`src/design/pct_pkg.sv`:
```
`default_nettype none
package pct_pkg;

    localparam int PCT_MAX_NODES  = 4096;
    localparam int PCT_ALPHABET   = 26;
    localparam int PCT_COUNT_BITS = 16;

    localparam int LETTER_W    = 5;
    localparam int SUM_W       = 32;
    localparam int IN_TDATA_W  = 8;
    localparam int OUT_TDATA_W = 40;

    typedef enum logic [2:0] {
        S_CLEAR,
        S_IDLE,
        S_LINK,
        S_COUNT,
        S_DONE
    } t_pct_state;

    typedef struct packed {
        logic clear_step;
        logic take;
        logic link_eval;
        logic count_eval;
        logic emit;
    } t_pct_cmd;

    typedef struct packed {
        logic clr_done;
        logic item_go;
        logic link_go;
        logic item_last;
        logic out_free;
    } t_pct_sts;

endpackage
`default_nettype wire

```
`src/design/pct_ctrl.sv`:
```
`default_nettype none
module pct_ctrl (
    input  wire logic              i_clk,
    input  wire logic              i_rst_n,
    input  wire logic              i_in_valid,
    output logic                   o_in_ready,
    input  wire pct_pkg::t_pct_sts i_sts,
    output pct_pkg::t_pct_cmd      o_cmd
);
    import pct_pkg::*;

    t_pct_state r_state;
    t_pct_state n_state;

    always_ff @(posedge i_clk) begin
        if (!i_rst_n) begin
            r_state <= S_CLEAR;
        end else begin
            r_state <= n_state;
        end
    end

    always_comb begin
        n_state    = r_state;
        o_cmd      = '0;
        o_in_ready = 1'b0;
        case (r_state)
            S_CLEAR: begin
                o_cmd.clear_step = 1'b1;
                if (i_sts.clr_done) begin
                    n_state = S_IDLE;
                end
            end
            S_IDLE: begin
                o_in_ready = 1'b1;
                if (i_in_valid) begin
                    o_cmd.take = 1'b1;
                    n_state    = i_sts.item_go ? S_LINK : S_DONE;
                end
            end
            S_LINK: begin
                o_cmd.link_eval = 1'b1;
                n_state         = i_sts.link_go ? S_COUNT : S_DONE;
            end
            S_COUNT: begin
                o_cmd.count_eval = 1'b1;
                n_state          = i_sts.item_last ? S_DONE : S_IDLE;
            end
            S_DONE: begin
                // hold a finished string until the output register has room
                if (!i_sts.item_last) begin
                    n_state = S_IDLE;
                end else if (i_sts.out_free) begin
                    o_cmd.emit = 1'b1;
                    n_state    = S_IDLE;
                end
            end
            default: begin
                n_state = S_CLEAR;
            end
        endcase
    end

endmodule
`default_nettype wire

```
`config.mk`:
```
export PLATFORM = sky130hd
export DESIGN_NAME = pct_ctrl
export DESIGN_NICKNAME = d
export VERILOG_FILES = /design/src/design/pct_pkg.sv /design/src/design/pct_ctrl.sv
export SDC_FILE = /design/constraint.sdc
export NUM_CORES = 1
export LEC_CHECK = 0
export BUFFER_PORTS_ARGS = -buffer_cell sky130_fd_sc_hd__buf_4
export CAP_MARGIN = 25
export CORE_AREA = 2 2 39 41
export DETAILED_ROUTE_END_ITERATION = 10
export DIE_AREA = 0 0 41 43
export HOLD_SLACK_MARGIN = 0.12
export PLACE_DENSITY_LB_ADDON = 0.1
export SYNTH_ARGS = -nofsm -noshare
export SYNTH_HDL_FRONTEND = slang
export SYNTH_SLANG_ARGS = --single-unit
```
`constraint.sdc`:
```
create_clock -name i_clk -period 1.05 [get_ports i_clk]
set_clock_uncertainty 0.05 [all_clocks]
set_input_delay 0.105 -clock i_clk [delete_from_list [all_inputs] [get_ports i_clk]]
set_output_delay 0.105 -clock i_clk [all_outputs]
set_load 0.02 [all_outputs]
```
==> out/qor.yml, run 1 <==
run_status:
  status: "finished, violations left"
  violations: "negative setup slack"
setup_path:
  r2r_start: "r_state[0]$_SDFFE_PN0P_"
  crit_buf_inv: 2
  cp_common_cell: "buf_4"
  arrival_ns: 1.04
  cp_max_fo: 6
  crit_cells: 3
  rr_worst_depth: 5
  crit_type: "reg -> out"
  critical_path.top_delay_family: "flip-flops"
  cpPeakStageDelay_ns: 0.37
  slowest_stage: "dfxtp_4"
  r2r-end: "r_state[0]$_SDFFE_PN0P_"
  end_kind: "output pin"
  r2r_slack_ns: -0.13
  path_cells: "buf_4, nor3_2, buf_4"
  worstPathRequired_ns: 0.89
  worst_setup_path_start_kind: "flip-flop"
logic_synthesis:
  synth-edff-count: 0
  synth_top_area_cell: "dfxtp_1"
  async_flop_share_pct: 0
  synth.lib_cells_used.distinct: 22
  ys_ff_latch: 3
  synth_common_cells: "nor2_1, buf_6, dfxtp_1, inv_1"
  syn_area_um2: 297
  yosysSeqAreaShare_pct: 20.3
  synth.most_common_cell: "nor2_1"
  synthCells: 37
  synthTopCellsByArea: "dfxtp_1, buf_6, nor2_1"
  synth-main-ff-cell: "dfxtp_1"
  synth_area_per_cell_um2: 8.01
  yosys.area.top_type_share_pct: 20.3
  yosys_warnings: 0
  synth_fp_nets: 45
clocking:
  clock_sinks: 3
  insertion_delay_ns: 0.23
  cts_made_buffers: 3
  cts.path.max_buffers: 2
  htree_levels: 1
  clk_pin_slew_ns: 0.04
  root_buffer: "clkbuf_4"
  cts_tree: "done"
route:
  routed_wl_um: 790
  ant_nets: 0
  drt-initial-drc-count: 3
  remaining_drc_errors: 0
  vias_per_cell: 4.25
  wl_per_cell_um: 10.3
  firstDrtPassIters: 4
  vias: 327
grt:
  grt_pass1_wl_mm: 1.35
  grt_use_total_pct: 11.9
  antenna_found_initial: 0
  grt.overflow.total: 0
  grt_pass1_vias: 298
  grt_max_degree: 9
timing:
  report.final.hold_viol_count: 0
  drv_slew: 0
  fin_hold_ws_ns: 0.150
  tns_ns: -0.919
  rsz0062_at_grt: "yes"
  setup-violations-final: 8
  fmax_ghz: 0.836
  max_slew_margin_pct: 81.6
  tightest_slew_ns: 0.274
  setup_ws_ns: -0.146
  period_share_pct: 114
  fin_crit_ns: 1.20
final_layout:
  num-nets-final: 70
  area_growth_pct: 88.6
  drive_above_1_share_pct: 68.9
  largest_register_ffs: 3
  regMostFlops: "r_state"
  n_antenna_cell: 0
  fillers: 147
  top_regs: "r_state (3)"
worst_hold_path:
  holdPathStages: 3
  hold_path.class: "in -> reg"
  min_to: "r_state[2]$_SDFFE_PN0P_"
  hp-start: "i_sts[3]"
power:
  irDropWorstVdd_uv: 540
  power_density_nw_per_um2: 1060
  p_leak_nw: 0.260
die:
  start_util_pct: 21.4
  core_region_area_um2: 1380
  die-area_um2: 1760
  boundaryPins: 14
  die_y_um: 43
  fp-row-count: 14
  die_width_um: 41
place:
  numPortBuffers: 13
  hpwl_um: 560
  gp_congestion: 0.735
run:
  drv_cap: 0
worst register-to-register path: stages, from the launching register on:
cell and delay [ns]:
dfxtp_4 0.39, buf_6 0.11, and2b_1 0.16, a21oi_2 0.06, o22ai_1 0.18, o211a_1 0.17
worst max path at each step:
stage,end,from,slack [ns]
floorplan,o_in_ready,r_state[0]$_SDFFE_PN0P_,-0.05
global placement,r_state[0]$_SDFFE_PN0P_,r_state[0]$_SDFFE_PN0P_,-0.16
detailed placement,r_state[0]$_SDFFE_PN0P_,r_state[0]$_SDFFE_PN0P_,-0.14
CTS,o_cmd[0],r_state[1]$_SDFFE_PN0P_,-0.17
global route,o_cmd[0],r_state[1]$_SDFFE_PN0P_,-0.20
finish,o_cmd[4],r_state[0]$_SDFFE_PN0P_,-0.15
power breakdown:
part	leakage (nW)	internal, mW	switching (mW)
registers	0.0267	0.122	0.0231
logic	0.219	0.141	0.104
clock network	0.0150	0.142	0.0591
total	0.260	0.405	0.186
through the flow:
step | area (µm²) | setup WS, ns | std cells | power [mW] | utilization [%]
after floorplan | 299 | -0.0537 | 37 | 0.256 | -
after global placement | 425 | -0.164 | 67 | 0.326 | 30.7
after detailed placement | 425 | -0.141 | 67 | 0.327 | 30.7
after CTS | 548 | -0.171 | 77 | 0.597 | 39.6
after global routing | 559 | -0.196 | 77 | 0.639 | 40.4
final | 559 | -0.146 | 77 | 0.591 | 40.4
timing repair:
item | in CTS | in global routing
hold buffers | 1 | 0
endpoints found under the setup margin | 9 | 9
setup buffers | 6 | 0
pin swaps | 7 | 3
hold endpoints to repair | 3 | 0
resized for setup | 18 | 3
routing by layer:
layer	part of all wire, %	global-route usage (%)
met1	45	15.3
met2	52	16.6
met3	3.2	6.28
met4	0	4.00
met5	0	0
area by class of cell:
type                       count  area [µm²]  area share (%)
sequential                     3        71.3            12.8
tap                           16        20.0            3.58
multi-input combinational     28         236            42.3
clock buffer                   4        26.3            4.70
timing repair buffer          23         194            34.7
inverter                       3        11.3            2.01
cells by family after synthesis:
kind of cell / synth area share (%)
AOI/OAI and AO/OA: 21.1
buffers and inverters: 15.2
DFF: 20.3
muxes: 3.38
and+or+nand+nor: 40.1
placed cells by master, fill, tap and decap left out, drive strengths merged, types with 2 or more instances in the layout:
master,n
nor2,8
a21oi,2
clkbuf,4
buf,22
inv,3
nand3,2
nor3,2
dfxtp,3
nor2b,2
(Power assumes the default switching activity.)
==> run 2, diff against run 1 <==
Settings changed: CTS_CLUSTER_DIAMETER from default to 40, SKIP_CTS_REPAIR_TIMING from default to 1, SLEW_MARGIN from default to 20.
==> run 2 against run 1 <==
  * The flow still finishes with violations (negative setup slack)
  * Non-clock buffer count is 2 lower
  * Hold slack hardly changed
  * Total power is 4.5% lower
  * Maximum frequency is 1.8% lower
  * Sequential power hardly changed
  * Cell count is 2.6% lower
  * Die area stayed put
  * Critical path depth is 1 higher
  * Largest cell class unchanged
  * Largest power group unchanged
==> out/qor.yml, run 2 (synthesis results as in run 1) <==
run:
  drv_cap: 0
timing:
  setup-violations-final: 9
  drv_slew: 0
  report.final.hold_viol_count: 0
  fin_hold_ws_ns: 0.150
  max_slew_margin_pct: 84.6
  fmax_ghz: 0.822
  tightest_slew_ns: 0.229
  period_share_pct: 116
  fin_crit_ns: 1.22
  rsz0062_at_grt: "yes"
  setup_ws_ns: -0.167
die:
  fp-row-count: 14
  boundaryPins: 14
  core_region_area_um2: 1380
  start_util_pct: 21.4
  die_width_um: 41
  die_y_um: 43
  die-area_um2: 1760
worst_hold_path:
  hold_path.class: "in -> reg"
route:
  firstDrtPassIters: 4
  vias_per_cell: 4.49
  wl_per_cell_um: 10.3
  vias: 337
  routed_wl_um: 773
  drt-initial-drc-count: 3
  ant_nets: 0
  remaining_drc_errors: 0
setup_path:
  slowest_stage: "dfxtp_4"
  crit_type: "reg -> out"
  r2r_slack_ns: -0.09
  arrival_ns: 1.06
  critical_path.top_delay_family: "flip-flops"
  path_cells: "nor2_4, nand3_2, nor2_2, buf_6"
  end_kind: "output pin"
  crit_buf_inv: 1
  worstPathRequired_ns: 0.89
  cp_max_fo: 8
  worst_setup_path_start_kind: "flip-flop"
  cpPeakStageDelay_ns: 0.37
place:
  numPortBuffers: 13
  hpwl_um: 560
  gp_congestion: 0.735
  place_area_um2: 425
clocking:
  cts_made_buffers: 3
  clk_pin_slew_ns: 0.04
  htree_levels: 1
  insertion_delay_ns: 0.23
  root_buffer: "clkbuf_4"
  cts.path.max_buffers: 2
  clock_sinks: 3
  cts_tree: "done"
power:
  p_leak_nw: 0.243
  power_density_nw_per_um2: 1060
  irDropWorstVdd_uv: 511
final_layout:
  drive_above_1_share_pct: 64.4
  area_growth_pct: 79.3
  num-nets-final: 68
  layout_commonest_cell: "buf_4"
  regMostFlops: "r_state"
  stdcell_area_um2: 532
  top_regs: "r_state (3)"
  n_antenna_cell: 0
  largest_register_ffs: 3
grt:
  grt_pass1_wl_mm: 1.17
  grt_max_degree: 11
  use_met3_pct: 6.28
  use_met2_pct: 12.5
  grt.overflow.total: 0
  grt_use_total_pct: 10.1
  antenna_found_initial: 0
  grt_pass1_vias: 276
  use_met1_pct: 13.7
  busiest_layer: "met1"
run_status:
  violations: "negative setup slack"
  status: "finished, violations left"
## run 2: final timing paths
check	startpoint	endpoint	cells after the start
min	i_sts[3]	r_state[2]$_SDFFE_PN0P_	3
min reg2reg	r_state[2]$_SDFFE_PN0P_	r_state[1]$_SDFFE_PN0P_	2
max	r_state[0]$_SDFFE_PN0P_	o_cmd[0]	4
max reg2reg	r_state[0]$_SDFFE_PN0P_	r_state[0]$_SDFFE_PN0P_	5
## run 2: metal layers
metal	wire (µm)	part of all wire, %
met2	387	50
met5	0	0
met3	39	5.0
met1	324	42
met4	21	2.7
## run 2: through the flow
| stage | setup TNS (ns) | power, mW | utilization (%) | cells | setup slack, ns |
|---|---|---|---|---|---|
| floorplan | -0.142 | 0.256 | - | 37 | -0.0537 |
| global placement | -0.479 | 0.326 | 30.7 | 67 | -0.164 |
| detailed placement | -0.441 | 0.327 | 30.7 | 67 | -0.141 |
| CTS | -1.91 | 0.538 | 32.6 | 71 | -0.323 |
| global route | -1.45 | 0.610 | 38.4 | 75 | -0.217 |
| finish | -0.939 | 0.564 | 38.4 | 75 | -0.167 |
## run 2: final cells by class
type	count	area (µm²)
flip-flops and latches	3	71.3
multi-input cells	28	238
repair buffers	21	165
well taps	16	20.0
inverters	3	11.3
fillers	150	852
clock buffers	4	26.3
## run 2: tightest hold or removal path: cells and delay by family
family / cells / cell delay [ns]
buffers and inverters: 1 / 0.09
AND/OR/NAND/NOR: 1 / 0.03
AO/OA/AOI/OAI: 1 / 0.17
## run 2: report_power, final
part	internal [mW]	switching, mW	leakage (nW)	total (mW)
Sequential	0.122	0.0231	0.0267	0.145
Combinational	0.119	0.0980	0.201	0.217
Clock	0.142	0.0593	0.0150	0.202
Total	0.384	0.180	0.243	0.564
